## config.mk

```make
export PLATFORM = sky130hd
export DESIGN_NAME = base64_stream_decoder_core
export DESIGN_NICKNAME = d
export VERILOG_FILES = /design/src/hw/rtl/b64d_pkg.sv /design/src/hw/rtl/base64_stream_decoder_core.sv /design/src/hw/rtl/b64d_char_map.sv /design/src/hw/rtl/b64d_group_unit.sv
export VERILOG_INCLUDE_DIRS = /design/src /design/src/hw/rtl
export SDC_FILE = /design/constraint.sdc
export NUM_CORES = 1
export LEC_CHECK = 0
export ABC_AREA = 1
export ABC_CLOCK_PERIOD_IN_PS = 3400
export BUFFER_PORTS_ARGS = -buffer_cell sky130_fd_sc_hd__buf_2
export CAP_MARGIN = 20
export CORE_UTILIZATION = 59
export CTS_BUF_LIST = sky130_fd_sc_hd__clkbuf_8
export CTS_CLUSTER_SIZE = 10
export DETAILED_ROUTE_END_ITERATION = 12
export HOLD_SLACK_MARGIN = 0.08
export PLACE_DENSITY = 0.82
export SETUP_SLACK_MARGIN = 0.1
export SLEW_MARGIN = 10
export SYNTH_ARGS = -nofsm -noshare
export SYNTH_HDL_FRONTEND = slang
export SYNTH_SLANG_ARGS = --single-unit
```

## constraint.sdc

```tcl
create_clock -name clk -period 3.4 [get_ports clk]
set_clock_uncertainty 0.15 [all_clocks]
set_input_delay 0.85 -clock clk [delete_from_list [all_inputs] [get_ports clk]]
set_output_delay 0.85 -clock clk [all_outputs]
set_load 0.01 [all_outputs]
```

## src/hw/rtl/base64_stream_decoder_core_defines.svh

```systemverilog
// ---------------------------------------------------------------------------
// Base64 stream decoder assertion macros
// Shared assertion wrappers; compiled out when SYNTHESIS is defined.
// ---------------------------------------------------------------------------
`ifndef BASE64_STREAM_DECODER_CORE_DEFINES_SVH
`define BASE64_STREAM_DECODER_CORE_DEFINES_SVH

`ifndef SYNTHESIS
// Same-cycle implication, checked out of reset.
`define B64D_ASSERT_NOW(label, clk, rst_n, a, c, msg) \
  label: assert property (@(posedge clk) disable iff (!rst_n) (a) |-> (c)) \
    else $error(msg);
// Next-cycle implication, checked out of reset.
`define B64D_ASSERT_NXT(label, clk, rst_n, a, c, msg) \
  label: assert property (@(posedge clk) disable iff (!rst_n) (a) |=> (c)) \
    else $error(msg);
`else
`define B64D_ASSERT_NOW(label, clk, rst_n, a, c, msg)
`define B64D_ASSERT_NXT(label, clk, rst_n, a, c, msg)
`endif

`endif

```

## src/hw/rtl/b64d_pkg.sv

```systemverilog
// ---------------------------------------------------------------------------
// b64d_pkg
// Types and character constants for the base64 stream decoder.
// ---------------------------------------------------------------------------
package b64d_pkg;

  localparam logic [7:0] CH_PLUS   = 8'h2B;
  localparam logic [7:0] CH_SLASH  = 8'h2F;
  localparam logic [7:0] CH_EQUAL  = 8'h3D;
  localparam logic [7:0] CH_DIG_LO = 8'h30;
  localparam logic [7:0] CH_DIG_HI = 8'h39;
  localparam logic [7:0] CH_LOW_LO = 8'h61;
  localparam logic [7:0] CH_LOW_HI = 8'h7A;
  localparam logic [7:0] CH_UP_LO  = 8'h41;
  localparam logic [7:0] CH_UP_HI  = 8'h5A;

  localparam logic [5:0] SX_PLUS   = 6'd62;
  localparam logic [5:0] SX_SLASH  = 6'd63;
  localparam logic [5:0] SX_DIG    = 6'd52;
  localparam logic [5:0] SX_LOW    = 6'd26;

  localparam logic [1:0] LAST_SLOT = 2'd3;

  typedef logic [5:0] sextet_t;

  // Result of mapping one character.
  typedef struct packed {
    logic    ok;
    sextet_t sx;
  } map_t;

  // One decoded result item.
  typedef struct packed {
    logic       group_done;
    logic [7:0] byte_first;
    logic [7:0] byte_second;
    logic [7:0] byte_third;
    logic       char_rejected;
  } result_t;

  // Group state seen by the top level.
  typedef struct packed {
    logic [1:0]  count;
    logic [17:0] held;
  } grp_status_t;

endpackage

```

## src/hw/rtl/base64_stream_decoder_core.sv

```systemverilog
// ---------------------------------------------------------------------------
// base64_stream_decoder_core
// Streaming base64 decoder: one character in, one result item out.
// ---------------------------------------------------------------------------
// Usage:
//   Input channel (in_valid / in_stall): one ASCII character per item plus
//   an end-of-chunk flag that drops any partial group after that character.
//   Output channel (out_valid / out_stall): exactly one result item per
//   input item, in order. group_done marks the fourth valid sextet of a
//   group and carries three decoded bytes; otherwise the bytes read 0.
//   char_rejected flags a byte outside the base64 alphabet ('=' maps to 0).
//   Pipeline: an accepted item passes the input register, then the result
//   register, before out_valid rises. Throughput: one item per cycle while
//   out_stall is low; the only loop is the sextet count/hold register.
//   Stall: while out_stall holds a full result register, an empty input
//   register still takes one item, then holds, and in_stall rises in the
//   cycle after; nothing is dropped.
//   Reset (synchronous, rst_n low): pipeline empties, group state clears.
// ---------------------------------------------------------------------------
`include "base64_stream_decoder_core_defines.svh"

module base64_stream_decoder_core
  import b64d_pkg::*;
(
  input  logic       clk,
  input  logic       rst_n,
  input  logic       in_valid,
  output logic       in_stall,
  input  logic [7:0] in_char_in,
  input  logic       in_end_of_chunk,
  output logic       out_valid,
  input  logic       out_stall,
  output logic       out_group_done,
  output logic [7:0] out_byte_first,
  output logic [7:0] out_byte_second,
  output logic [7:0] out_byte_third,
  output logic       out_char_rejected
);

  // Stage 1: input register
  logic        s1_valid_r;
  logic [7:0]  s1_char_r;
  logic        s1_eoc_r;

  // Stage 2: result register
  logic        out_valid_r;
  result_t     out_res_r;

  logic        out_adv;   // result register may load
  logic        s1_adv;    // input register may load
  logic        s2_fire;   // stage 1 item moves into result register
  map_t        map;
  result_t     res;
  grp_status_t grp_status;

  // check terms
  logic        out_done;        // valid result that closes a group
  logic        out_idle;        // valid result without a group
  logic        out_bytes_zero;  // all three bytes are 0
  logic        rej_fire;        // rejected char leaves stage 1, no chunk end
  logic        eoc_fire;        // chunk end leaves stage 1

  assign out_adv  = !out_valid_r || !out_stall;
  assign s1_adv   = !s1_valid_r || out_adv;
  assign s2_fire  = s1_valid_r && out_adv;
  assign in_stall = !s1_adv;

  always_ff @(posedge clk) begin
    if (!rst_n) begin
      s1_valid_r <= 1'b0;
    end else if (s1_adv) begin
      s1_valid_r <= in_valid;
    end
  end

  // payload only, no reset
  always_ff @(posedge clk) begin
    if (s1_adv && in_valid) begin
      s1_char_r <= in_char_in;
      s1_eoc_r  <= in_end_of_chunk;
    end
  end

  b64d_char_map u_char_map (
    .char_i (s1_char_r),
    .map_o  (map)
  );

  // group state advances only when the item leaves stage 1
  b64d_group_unit u_group (
    .clk      (clk),
    .rst_n    (rst_n),
    .fire_i   (s2_fire),
    .map_i    (map),
    .eoc_i    (s1_eoc_r),
    .res_o    (res),
    .status_o (grp_status)
  );

  always_ff @(posedge clk) begin
    if (!rst_n) begin
      out_valid_r <= 1'b0;
    end else if (out_adv) begin
      out_valid_r <= s1_valid_r;
    end
  end

  always_ff @(posedge clk) begin
    if (s2_fire) begin
      out_res_r <= res;
    end
  end

  assign out_valid         = out_valid_r;
  assign out_group_done    = out_res_r.group_done;
  assign out_byte_first    = out_res_r.byte_first;
  assign out_byte_second   = out_res_r.byte_second;
  assign out_byte_third    = out_res_r.byte_third;
  assign out_char_rejected = out_res_r.char_rejected;

  assign out_done       = out_valid_r && out_res_r.group_done;
  assign out_idle       = out_valid_r && !out_res_r.group_done;
  assign out_bytes_zero = (out_res_r.byte_first == 8'd0) &&
                          (out_res_r.byte_second == 8'd0) &&
                          (out_res_r.byte_third == 8'd0);
  assign rej_fire       = s2_fire && !map.ok && !s1_eoc_r;
  assign eoc_fire       = s2_fire && s1_eoc_r;

  // ---- assertions ----
  `B64D_ASSERT_NOW(a_done_not_rej, clk, rst_n, out_done, !out_char_rejected, "done on reject")
  `B64D_ASSERT_NOW(a_idle_bytes_zero, clk, rst_n, out_idle, out_bytes_zero, "bytes, no group")
  `B64D_ASSERT_NXT(a_rej_keeps_state, clk, rst_n, rej_fire, $stable(grp_status), "reject moved")
  `B64D_ASSERT_NXT(a_eoc_clears, clk, rst_n, eoc_fire, grp_status == '0, "partial group kept")
  `B64D_ASSERT_NXT(a_hold_no_fire, clk, rst_n, !s2_fire, $stable(grp_status), "idle state moved")

endmodule

```

## src/hw/rtl/b64d_char_map.sv

```systemverilog
// ---------------------------------------------------------------------------
// b64d_char_map
// Maps one ASCII character to its base64 sextet, flags non-alphabet bytes.
// ---------------------------------------------------------------------------
module b64d_char_map
  import b64d_pkg::*;
(
  input  logic [7:0] char_i,
  output map_t       map_o
);

  logic [7:0] dig_off;
  logic [7:0] low_off;
  logic [7:0] up_off;

  assign dig_off = char_i - CH_DIG_LO;
  assign low_off = char_i - CH_LOW_LO;
  assign up_off  = char_i - CH_UP_LO;

  always_comb begin
    map_o = '0;
    if (char_i == CH_PLUS) begin
      map_o = '{ok: 1'b1, sx: SX_PLUS};
    end else if (char_i == CH_SLASH) begin
      map_o = '{ok: 1'b1, sx: SX_SLASH};
    end else if (char_i == CH_EQUAL) begin
      map_o = '{ok: 1'b1, sx: 6'd0};
    end else if (char_i >= CH_DIG_LO && char_i <= CH_DIG_HI) begin
      map_o = '{ok: 1'b1, sx: dig_off[5:0] + SX_DIG};
    end else if (char_i >= CH_LOW_LO && char_i <= CH_LOW_HI) begin
      map_o = '{ok: 1'b1, sx: low_off[5:0] + SX_LOW};
    end else if (char_i >= CH_UP_LO && char_i <= CH_UP_HI) begin
      map_o = '{ok: 1'b1, sx: up_off[5:0]};
    end
  end

endmodule

```

## src/hw/rtl/b64d_group_unit.sv

```systemverilog
// ---------------------------------------------------------------------------
// b64d_group_unit
// Holds up to three sextets and assembles three bytes on the fourth.
// ---------------------------------------------------------------------------
module b64d_group_unit
  import b64d_pkg::*;
(
  input  logic        clk,
  input  logic        rst_n,
  input  logic        fire_i,
  input  map_t        map_i,
  input  logic        eoc_i,
  output result_t     res_o,
  output grp_status_t status_o
);

  logic [1:0]  count_r, count_nxt;
  logic [17:0] held_r, held_nxt;
  sextet_t     s0, s1, s2;

  assign s0 = held_r[17:12];
  assign s1 = held_r[11:6];
  assign s2 = held_r[5:0];

  always_comb begin
    res_o     = '0;
    count_nxt = count_r;
    held_nxt  = held_r;
    if (map_i.ok) begin
      if (count_r == LAST_SLOT) begin
        res_o.group_done  = 1'b1;
        res_o.byte_first  = {s0, s1[5:4]};
        res_o.byte_second = {s1[3:0], s2[5:2]};
        res_o.byte_third  = {s2[1:0], map_i.sx};
        count_nxt         = '0;
        held_nxt          = '0;
      end else begin
        held_nxt  = {held_r[11:0], map_i.sx};
        count_nxt = count_r + 2'd1;
      end
    end else begin
      res_o.char_rejected = 1'b1;
    end
    if (eoc_i) begin
      count_nxt = '0;
      held_nxt  = '0;
    end
  end

  always_ff @(posedge clk) begin
    if (!rst_n) begin
      count_r <= '0;
      held_r  <= '0;
    end else if (fire_i) begin
      count_r <= count_nxt;
      held_r  <= held_nxt;
    end
  end

  assign status_o = '{count: count_r, held: held_r};

endmodule
```

# After elaboration in Yosys (flattened, before gate mapping)
# Cells that the tools add are included.
[word_totals] register_bits=57 input_bits=13 output_inout_bits=28 word_cells=55
[classes] addsub=6 magnitude_cmp=6 eq_ne=4 muxes=14 n_reduce_logical=14
[op_table] op="2-to-1 mux 18 bit" count=3
[op_table] op="2-to-1 mux 7 bit" count=6
[op_table] op="2-to-1 mux 25 bit" count=1
[op_table] op="== test 8 x 6 -> 1 bit (second input constant)" count=3
[op_table] op="greater-or-equal comparator 8 x 7 -> 1 bit (second input constant)" count=2
[op_table] op="<= comparator 8 x 7 -> 1 bit (second input constant)" count=2
[op_table] op="subtractor 6 bit (second input constant)" count=2
[op_table] op="greater-or-equal comparator 8 x 6 -> 1 bit (second input constant)" count=1
[op_table] op="<= comparator 8 x 6 -> 1 bit (second input constant)" count=1
[op_table] op="adder 6 x 5 -> 6 bit (second input constant)" count=1
[op_table] op="adder 6 bit (second input constant)" count=1
[op_table] op="2-to-1 mux 2 bit" count=3
[op_table] op="subtractor 6 x 1 -> 6 bit (second input constant)" count=1
[op_table] op="logical AND 1 bit" count=5
[op_table] op="zero test 1 bit" count=4
[op_table] op="AND reduction 2 bit" count=2
[op_table] op="adder 2 x 1 -> 2 bit (second input constant)" count=1
[op_table] op="== test 2 bit (second input constant)" count=1
[op_table] op="logical OR 1 bit" count=2
[op_table] op="nonzero test 2 bit" count=1
[op_table] op="2-to-1 mux 1 bit" count=1

# Longest topological paths before layout
# Gate-level depths: netlist of run 1.
[depth] depth_word=11 depth_mapped=16 ltp_nobuf=15

# Cells and area by module
# Synthesis of run 1 repeated with hierarchy kept, for this count alone.
[hier_totals] hier_cells=364 hier_area_um2=2917.8
[modules_own_cells] module="base64_stream_decoder_core" n_inst=1 cells_per_inst=48 area_each_um2=1146.1 seq_area_each_um2=1091.0
[modules_own_cells] module="b64d_group_unit" n_inst=1 cells_per_inst=188 area_each_um2=1079.8 seq_area_each_um2=400.4
[modules_own_cells] module="b64d_char_map" n_inst=1 cells_per_inst=128 area_each_um2=691.9 seq_area_each_um2=0.0

# Least setup slack after synthesis of run 1
# No wires, ideal clock.
[synth_timing] kind="input -> register" startpoint="input out_stall" endpoint="register u_group.held_r[17]" arrival_time_ps=3006 t_required_ps=3179 setup_slack_ps=173 path_stages=6 cell_sequence="a21oi_1 -> nand4_2 -> clkinv_2 -> buf_6 -> nand2_1 -> a21oi_2"
[synth_via] elab_chain_len=4
[synth_lines] item="start: declaration" line_no="base64_stream_decoder_core.sv:32" rtl="input logic out_stall,"
[synth_lines] item="zero test 1 bit" line_no="base64_stream_decoder_core.sv:63" rtl="assign out_adv = !out_valid_r || !out_stall;"
[synth_lines] item="logical OR 1 bit" line_no="base64_stream_decoder_core.sv:63"
[synth_lines] item="logical AND 1 bit" line_no="base64_stream_decoder_core.sv:65" rtl="assign s2_fire = s1_valid_r && out_adv;"
[synth_lines] item="AND reduction 2 bit (no source line)"
[synth_lines] item="end signal: assignment" line_no="b64d_group_unit.sv:56" rtl="held_r <= held_nxt;"
[synth_lines] item="end: declaration" line_no="b64d_group_unit.sv:18" rtl="logic [17:0] held_r, held_nxt;"
# Every way passes these cells.
# A chain may end at the register's enable or synchronous reset.

# Worst setup path after layout of run 1
[layout_timing] startpoint="register s1_char_r[2]" endpoint="register u_group.held_r[8]"
[layout_via] elab_chain_len=10 word_cells_on_any_way=20 cone_classes="order compare (6); eq/ne (3); mux (6); reduce/logical (5)"
[layout_lines] item="start: declaration" line_no="base64_stream_decoder_core.sv:42" rtl="logic [7:0] s1_char_r;"
[layout_lines] item="start signal: assignment" line_no="base64_stream_decoder_core.sv:79" rtl="s1_char_r <= in_char_in;"
[layout_lines] item="greater-or-equal comparator 8 x 7 -> 1 bit or <= comparator 8 x 7 -> 1 bit (tied branches)" line_no="b64d_char_map.sv:32" rtl="end else if (char_i >= CH_UP_LO && char_i <= CH_UP_HI) begin"
[layout_lines] item="logical AND 1 bit" line_no="b64d_char_map.sv:32"
[layout_lines] item="2-to-1 mux 7 bit" line_no="b64d_char_map.sv:32"
[layout_lines] item="2-to-1 mux 7 bit" line_no="b64d_char_map.sv:30" rtl="end else if (char_i >= CH_LOW_LO && char_i <= CH_LOW_HI) begin"
[layout_lines] item="2-to-1 mux 7 bit" line_no="b64d_char_map.sv:28" rtl="end else if (char_i >= CH_DIG_LO && char_i <= CH_DIG_HI) begin"
[layout_lines] item="2-to-1 mux 7 bit" line_no="b64d_char_map.sv:26" rtl="end else if (char_i == CH_EQUAL) begin"
[layout_lines] item="2-to-1 mux 7 bit" line_no="b64d_char_map.sv:24" rtl="end else if (char_i == CH_SLASH) begin"
[layout_lines] item="2-to-1 mux 7 bit *" line_no="b64d_char_map.sv:22" rtl="if (char_i == CH_PLUS) begin"
[layout_lines] item="nonzero test 2 bit (no source line) *"
[layout_lines] item="AND reduction 2 bit (no source line) *"
# Mark *: on every way between the ends. The rest lies on a longest branch, timed or not.

==> results of run 1 <==
## cell usage after synthesis
master                     instances  area [um^2]
sky130_fd_sc_hd__nand4_2           2         25.0
sky130_fd_sc_hd__buf_2             2         10.0
sky130_fd_sc_hd__nor2_2            2         12.5
sky130_fd_sc_hd__nor2_4            1         11.3
sky130_fd_sc_hd__xor2_1            4         35.0
sky130_fd_sc_hd__edfxtp_1         35         1050
sky130_fd_sc_hd__nand2_2          25          156
sky130_fd_sc_hd__nand2_1          73          274
sky130_fd_sc_hd__nand3_1          16         80.1
sky130_fd_sc_hd__dfxtp_1          22          440
sky130_fd_sc_hd__nand2_4           3         33.8
sky130_fd_sc_hd__o21ai_1           1         5.00
sky130_fd_sc_hd__clkinv_2          1         5.00
sky130_fd_sc_hd__ha_1             10          125
sky130_fd_sc_hd__a21oi_1          12         60.1
sky130_fd_sc_hd__inv_1            41          154
sky130_fd_sc_hd__inv_4             2         12.5
sky130_fd_sc_hd__or2_2             1         6.26
sky130_fd_sc_hd__clkbuf_1          3         11.3
sky130_fd_sc_hd__o21ai_0           5         25.0
sky130_fd_sc_hd__clkinv_1          2         7.51
sky130_fd_sc_hd__buf_6             5         56.3
sky130_fd_sc_hd__nor2_1           35          131
sky130_fd_sc_hd__inv_2             2         7.51
sky130_fd_sc_hd__nor3_1            1         5.00
sky130_fd_sc_hd__nand3_2           1         10.0
sky130_fd_sc_hd__o21ai_4           1         16.3
sky130_fd_sc_hd__nand4_1           5         31.3
sky130_fd_sc_hd__nand3b_1          1         7.51
sky130_fd_sc_hd__a21oi_2          19          166
sky130_fd_sc_hd__nand3_4           1         17.5
## per-stage QoR
| step | utilization, % | total power, W | cell area [um^2] | hold WS, ps | setup slack [ps] |
|---|---|---|---|---|---|
| final | 71.6 | 0.00157 | 3430 | 321 | 749 |
| after global routing | 71.6 | 0.00163 | 3430 | 334 | 569 |
| after CTS | 71.6 | 0.00158 | 3430 | 322 | 777 |
| after detailed placement | 67.3 | 0.000948 | 3220 | 311 | 794 |
| after global placement | 67.3 | 0.000946 | 3220 | 314 | 853 |
| after floorplan | - | 0.000909 | 2990 | 301 | 173 |
## registers in the layout, summed over array words and instances (netlist names)
| register | flops |
|---|---|
| u_group.held_r | 18 |
| out_byte_first | 8 |
| out_byte_second | 8 |
| out_byte_third | 8 |
| s1_char_r | 8 |
| u_group.count_r | 2 |
| out_char_rejected | 1 |
| out_group_done | 1 |
| out_valid | 1 |
| s1_eoc_r | 1 |
| s1_valid_r | 1 |
## logic make-up (layout without fill, tap and decap cells)
logic type               count (synthesis)  after routing  synth area share [%]
XOR/XNOR                                 4              4                  1.17
flip-flops                              57             57                  49.9
buffers and inverters                   58            107                  8.83
AND/OR/NAND/NOR                        167            167                  26.8
AO/OA/AOI/OAI                           38             38                  9.12
adder cells (fa/ha/maj)                 10             10                  4.18
## layer usage
metal  share of wire, %  global-route usage, %  wire (um)  up-vias
li1                   -                      -          -     1156
met1                 48                   32.3       2640     1030
met2                 45                   34.4       2480       73
met3                4.5                   5.39        245        9
met4                1.9                   11.8        105        0
met5                  0                      0          0        -
## worst max-delay path: cells and delay by family, from the launching register on
family | cells | cell delay, ps
and+or+nand+nor | 8 | 680
buffers and inverters | 2 | 510
adders and majority gates | 1 | 250
DFF | 1 | 520
AOI/OAI and AO/OA | 2 | 460
## final cells by class
class                           count  area [um^2]  area share [%]
Multi-Input combinational cell    219         1240            36.1
Timing Repair Buffer               43          223            6.50
Tap cell                           67         83.8            2.45
Inverter                           48          186            5.44
Sequential cell                    57         1490            43.5
Clock inverter                      6         67.6            1.97
Clock buffer                       10          138            4.01
## worst min-delay path by stage
stage                     slack (ps)          startpoint            endpoint
after global placement           310  u_group.held_r[17]  u_group.held_r[17]
after detailed placement         310  u_group.held_r[12]  u_group.held_r[12]
after CTS                        320  u_group.held_r[12]  u_group.held_r[12]
after floorplan                  300  u_group.held_r[12]  u_group.held_r[12]
final                            320  u_group.held_r[12]  u_group.held_r[12]
after global routing             330  u_group.held_r[15]  u_group.held_r[15]
## power by group through the flow
| stage | Sequential [W] | Combinational, W | Clock (W) |
|---|---|---|---|
| CTS | 0.000776 | 0.000158 | 0.000647 |
| global route | 0.000779 | 0.000179 | 0.000674 |
| detailed placement | 0.000791 | 0.000157 | 0 |
| global placement | 0.000790 | 0.000156 | 0 |
| floorplan | 0.000792 | 0.000117 | 0 |
| finish | 0.000776 | 0.000159 | 0.000635 |
## layout by cell type, fill, tap and decap left out, drive strengths merged, types with 2 or more instances in the layout
master    synthesis  routed
nor2             38      38
clkinvlp          0       2
inv              45      45
buf               7      43
a21oi            31      31
nand3            18      18
nand2           101     101
o21ai             7       7
edfxtp           35      35
dfxtp            22      22
clkbuf            3      10
clkinv            3       6
nand4             7       7
xor2              4       4
ha               10      10
==> results.tsv, run 1 <==
stage	metric	value	unit
placement	placed_cells_incl_taps	434	
routing	avgViaCountPerCell	5.04	
worst_setup_path	critical_path.reg2reg.startpoint	s1_char_r[2]	
cells_and_area	layout.nets	401	
synthesis	synth_cells	334	
placement	hpwlAfterDp	3820	um
synthesis	synth_nets	357	
cells_and_area	final-instance-count-excl-fill	450	
worst_setup_path	setup.worst_path.start_class	flip-flop	
clock_tree	cts-buffers-inserted	9	
clock_tree	clock_pin_slew_worst_setup_and_hold_paths	70	ps
routing	total_number_of_vias	2268	
synthesis	synth_area	2990	um^2
worst_hold_path	worst_hold_path.num_cells	2	
worst_setup_path	critPathLaunch	s1_char_r[2]	
status	status	complete, no violations	
flow_run	max_cap_viol_count	0	
synthesis	synth.yosys.seq_area_share	49.9	%
die	initial_utilization	62.5	%
die	num_rows	25	
worst_setup_path	rrSetupSlack	750	ps
routing	drt_first_iter_violations	141	
global_routing	overflow	0	
timing	max_clock_freq	0.377	GHz
pwr	seq_power_share	49.5	%
cells_and_area	area_growth_syn_to_layout	14.6	%
placement	finalWeightedCongestion	0.917	
timing	rsz0062_at_grt	false	
cells_and_area	diodes_inserted	0	
clock_tree	cts_tree	built	
clock_tree	cts.repair_timing.setup_buffer_count	0	
global_routing	first_global_vias	2020	
synthesis	netlist-cell-type-count	31	
worst_setup_path	crit_path_end_kind	flip-flop	
timing	slew_headroom	32.2	%
die	vertical_extent_of_the_die	73.2	um
pwr	power.switching	0.000401	W
worst_setup_path	slowest_cell_delay_on_critical_path	520	ps
routing	drt_drc_violations_left	0	
die	fp.coreArea	4790	um^2
cells_and_area	count_of_fill_cells_added_during_filler_insertion	356	
worst_setup_path	worst-setup-path-type	flip-flop to flip-flop	
synthesis	syn-mean-instance-area	8.95	um^2
timing	final-setup-viol-count	0	
clock_tree	cts_root_buffer	sky130_fd_sc_hd__clkbuf_8	
synthesis	yosys_warnings	0	
timing	finalSetupTns	0	ps
worst_setup_path	cp_cell_sequence	inv_1 > ha_1 > nand2_1 > nand2_1 > nand2_1 > nand2_4 > nand2_4 > nor2_4 > nand3_4 > o21ai_4 > buf_4 > nand2_2 > a21oi_2	
timing	period_needed	2650	ps
pwr	sw_share	25.5	%
pwr	power_density	458	nW/um^2
worst_setup_path	r2r_cells	13	
die	ioPinCount	41	
die	floorplan.die_area	5360	um^2
pwr	comb_power_share	10.1	%
worst_setup_path	worst_ep_arrival_time	2770	ps
worst_setup_path	worstPathRequired	3520	ps
worst_hold_path	worst_hold_class	flip-flop to flip-flop	
pwr	static-leakage-power	1.40	nW
timing	timing.final.max_slew_violations	0	
global_routing	grt_first_pass_wirelength	9190	um
routing	remaining_number_of_nets_flagged_by_the_antenna_check_after_routing	0	
pwr	max-vdd-ir-drop	0.283	mV
global_routing	grt_usage	23.3	%
worst_setup_path	timing.rr.end	u_group.held_r[8]	
worst_setup_path	cp_max_fanout	13	
routing	route.final.wire_length	5470	um
clock_tree	worst_skew_pair.late_latency	340	ps
pwr	power.share.clock	40.4	%
worst_setup_path	cp_most_frequent_cell	sky130_fd_sc_hd__nand2_1	
pwr	internal_power_component	0.00117	W
clock_tree	clock_sinks	57	
cells_and_area	post_route_cells_drive_above_1_share	31.6	%
routing	routed_wire_length_per_instance	12.1	um
placement	port-buffer-count	40	
die	fp.dieW	73.2	um
timing	finalHoldViolations	0	
clock_tree	postCtsResizedCells	0	
clock_tree	h-tree-depth	3	
worst_setup_path	slowest_stage	sky130_fd_sc_hd__edfxtp_1	
global_routing	grt_antenna_before_repair	0	
clock_tree	cts_hold_buffers_added	0	
worst_setup_path	crit_path_end	u_group.held_r[8]	
routing	drt_pre_antenna_iters	4	
synthesis	synth-seq-cells	57	
clock_tree	number_of_buffers_on_the_longest_clock_path	2	
global_routing	pin_count_of_the_biggest_net_entering_global_routing	25	
timing	timing.final.crit_share	78.0	%
timing	worst_slew_pin_tran	1020	ps
No activity file was read; power rests on OpenSTA's default activity.
==> run 2: changes to the inputs <==
--- a/config.mk
+++ b/config.mk
@@ -7,15 +7,15 @@
 export NUM_CORES = 1
 export LEC_CHECK = 0
 export ABC_AREA = 1
-export ABC_CLOCK_PERIOD_IN_PS = 3400
+export ABC_CLOCK_PERIOD_IN_PS = 2200
 export BUFFER_PORTS_ARGS = -buffer_cell sky130_fd_sc_hd__buf_2
 export CAP_MARGIN = 20
-export CORE_UTILIZATION = 59
+export CORE_UTILIZATION = 54
 export CTS_BUF_LIST = sky130_fd_sc_hd__clkbuf_8
 export CTS_CLUSTER_SIZE = 10
 export DETAILED_ROUTE_END_ITERATION = 12
 export HOLD_SLACK_MARGIN = 0.08
-export PLACE_DENSITY = 0.82
+export PLACE_DENSITY = 0.79
 export SETUP_SLACK_MARGIN = 0.1
 export SLEW_MARGIN = 10
 export SYNTH_ARGS = -nofsm -noshare
==> constraint.sdc (replaced) <==
create_clock -name clk -period 2.2 [get_ports clk]
set_clock_uncertainty 0.15 [all_clocks]
set_input_delay 0.55 -clock clk [delete_from_list [all_inputs] [get_ports clk]]
set_output_delay 0.55 -clock clk [all_outputs]
set_load 0.01 [all_outputs]
==> run 2 against run 1 <==
Cell area rose by 14%. Hold slack got worse by 89 ps. Fmax rose by 21%. Sequential power rose by 55%. Via count rose by 8.3%. Final cell count rose by 9.1%. Sequential share of layout area fell by 5.4 points. Utilization rose by 3.6 points. Largest power group unchanged.
==> results.tsv, run 2 (synthesis gave the netlist of run 1 again) <==
stage	metric	value	unit	change
worst_setup_path	worstPathRequired	2320	ps	-1200 ps
clock_tree	worst_skew_pair.late_latency	340	ps	about the same
cells_and_area	mostFrequentLayoutCell	sky130_fd_sc_hd__nand2_1		
timing	max_clock_freq	0.456	GHz	+21%
global_routing	grt_antenna_before_repair	0		unchanged
die	floorplan.die_area	5840	um^2	+9.0%
clock_tree	clock_sinks	57		unchanged
global_routing	grt_use_met3	4.31	%	-1.1 points
status	status	complete, no violations		
worst_setup_path	critical_path.reg2reg.startpoint	s1_char_r[3]		
timing	worst_slew_pin_tran	329	ps	-688 ps
cells_and_area	final-instance-count-excl-fill	491		+9.1%
clock_tree	h-tree-depth	3		unchanged
worst_setup_path	cp_max_fanout	5		-8
routing	drt_pre_antenna_iters	4		unchanged
timing	finalHoldViolations	0		unchanged
clock_tree	clock_pin_slew_worst_setup_and_hold_paths	70	ps	about the same
flow_run	max_cap_viol_count	0		unchanged
routing	avgViaCountPerCell	5.00		-0.75%
global_routing	grt_util_met1	29.9	%	-2.3 points
routing	total_number_of_vias	2456		+8.3%
clock_tree	cts_tree	built		
pwr	power_density	642	nW/um^2	+40%
timing	final-setup-viol-count	0		unchanged
worst_setup_path	setup.worst_path.start_class	flip-flop		
worst_setup_path	slowest_cell_delay_on_critical_path	500	ps	-20 ps
worst_setup_path	slowest_stage	sky130_fd_sc_hd__edfxtp_1		
global_routing	first_global_vias	2326		+15%
timing	postLayoutSetupSlackWorst	5.71	ps	-743 ps
global_routing	grt_usage	23.4	%	+0.046 points
cells_and_area	layout.nets	439		+9.5%
placement	dp_worst_setup_slack	45.2	ps	-749 ps
placement	port-buffer-count	40		unchanged
die	initial_utilization	57.5	%	-5.0 points
clock_tree	cts_root_buffer	sky130_fd_sc_hd__clkbuf_8		
cells_and_area	layout.cells.most_common_list	sky130_fd_sc_hd__nand2_1 (61), sky130_fd_sc_hd__buf_2 (40), sky130_fd_sc_hd__inv_1 (35), sky130_fd_sc_hd__nor2_1 (35), sky130_fd_sc_hd__edfxtp_1 (35)		
routing	drt_first_iter_violations	146		+3.5%
global_routing	pin_count_of_the_biggest_net_entering_global_routing	26		+4.0%
worst_hold_path	hold_path_end	s1_char_r[3]		
worst_setup_path	r2r_cells	12		-1
die	num_rows	26		+4.0%
routing	drt_drc_violations_left	0		unchanged
worst_hold_path	worst_hold_path.num_cells	1		-1
cells_and_area	diodes_inserted	0		unchanged
timing	period_needed	2190	ps	-457 ps
worst_setup_path	critical_path.top_delay_family	simple AND/OR/NAND/NOR gates		
worst_setup_path	cp_cell_sequence	inv_2 > ha_1 > nand3_1 > nand2_1 > nand2_2 > nand2_4 > nand3_4 > o21ai_4 > buf_6 > buf_6 > nand2_4 > a21oi_2		
clock_tree	cts-buffers-inserted	9		unchanged
die	ioPinCount	41		unchanged
worst_setup_path	worst-setup-path-type	flip-flop to flip-flop		
cells_and_area	registers.top_by_ff_count	u_group.held_r		
clock_tree	number_of_buffers_on_the_longest_clock_path	2		unchanged
die	fp.dieW	76.4	um	+4.4%
timing	rsz0062_at_grt	true		
pwr	static-leakage-power	1.62	nW	+16%
routing	route.final.wire_length	6450	um	+18%
die	vertical_extent_of_the_die	76.4	um	+4.4%
worst_setup_path	crit_path_end_kind	flip-flop		
cells_and_area	area_growth_syn_to_layout	31.0	%	
worst_setup_path	rrSetupSlack	6	ps	-740 ps
placement	place_area	3390	um^2	+5.3%
routing	routed_wire_length_per_instance	13.1	um	+8.1%
worst_setup_path	worst_ep_arrival_time	2310	ps	-460 ps
timing	slew_headroom	78.1	%	+46 points
placement	placed_cells_incl_taps	453		+4.4%
cells_and_area	largest_reg_flops	18		unchanged
cells_and_area	postLayoutCellArea	3920	um^2	+14%
global_routing	grt_use_met2	38.8	%	+4.5 points
global_routing	grt_first_pass_wirelength	10600	um	+15%
routing	remaining_number_of_nets_flagged_by_the_antenna_check_after_routing	0		unchanged
worst_setup_path	worst-path-buf-inv	3		+1
global_routing	overflow	0		unchanged
timing	timing.final.max_slew_violations	0		unchanged
pwr	post-layout-total-power	0.00251	W	+60%
pwr	max-vdd-ir-drop	0.434	mV	+53%
global_routing	top_usage_layer	met2		
die	fp.coreArea	5200	um^2	+8.8%
worst_setup_path	critPathLaunch	s1_char_r[3]		
worst_setup_path	timing.rr.end	u_group.held_r[9]		
cells_and_area	post_route_cells_drive_above_1_share	44.9	%	+13 points
timing	timing.final.crit_share	99.7	%	+22 points
worst_hold_path	hold_sp	in_char_in[3]		
placement	finalWeightedCongestion	0.892		-2.7%
placement	hpwlAfterDp	4250	um	+11%
worst_hold_path	worst_hold_class	input pin to flip-flop		
## run 2: metal layers
layer	routed length [um]	share of wire, %
met1	2810	44
met2	3150	49
met3	336	5.2
met4	144	2.2
met5	0	0
## run 2: how the worst max path moves through the flow
| stage | slack, ps | depth (start not counted) | to |
|---|---|---|---|
| 6_report | 6 | 12 | u_group.held_r[9] |
| 5_1_grt | -120 | 15 | u_group.held_r[2] |
| 4_1_cts | 80 | 14 | u_group.held_r[2] |
| 3_5_place_dp | 50 | 13 | u_group.held_r[15] |
| 3_3_place_gp | 80 | 13 | u_group.held_r[16] |
| 2_1_floorplan | 130 | 15 | u_group.held_r[17] |
## run 2: power by group
group          internal, W  switching, W  total [W]  leakage, nW
registers          0.00117     0.0000265    0.00120        0.512
clock network     0.000519      0.000430   0.000949       0.0893
logic             0.000157      0.000211   0.000368         1.02
## run 2: metrics by stage
stage | hold WS [ps] | util, % | setup TNS (ps)
after floorplan | 301 | - | 0
after CTS | 223 | 73.1 | 0
final | 233 | 75.3 | 0
after global routing | 226 | 75.3 | -1970
after detailed placement | 311 | 65.2 | 0
after global placement | 311 | 65.2 | 0
## run 2: layout make-up
class	count	area (um^2)
Timing Repair Buffer	81	584
Clock inverter	7	70.1
Sequential cell	57	1490
Clock buffer	9	124
Fill cell	358	1290
Inverter	48	193
Multi-Input combinational cell	219	1370
Tap cell	70	87.6
## run 2: repair_timing
| item | CTS | global route |
|---|---|---|
| hold buffers | 0 | 0 |
| endpoints found under the setup margin | 27 | 45 |
| buffers inserted | 18 | 3 |
| resized for setup | 16 | 28 |
| gates cloned | 1 | 0 |
| pin swaps | 21 | 19 |
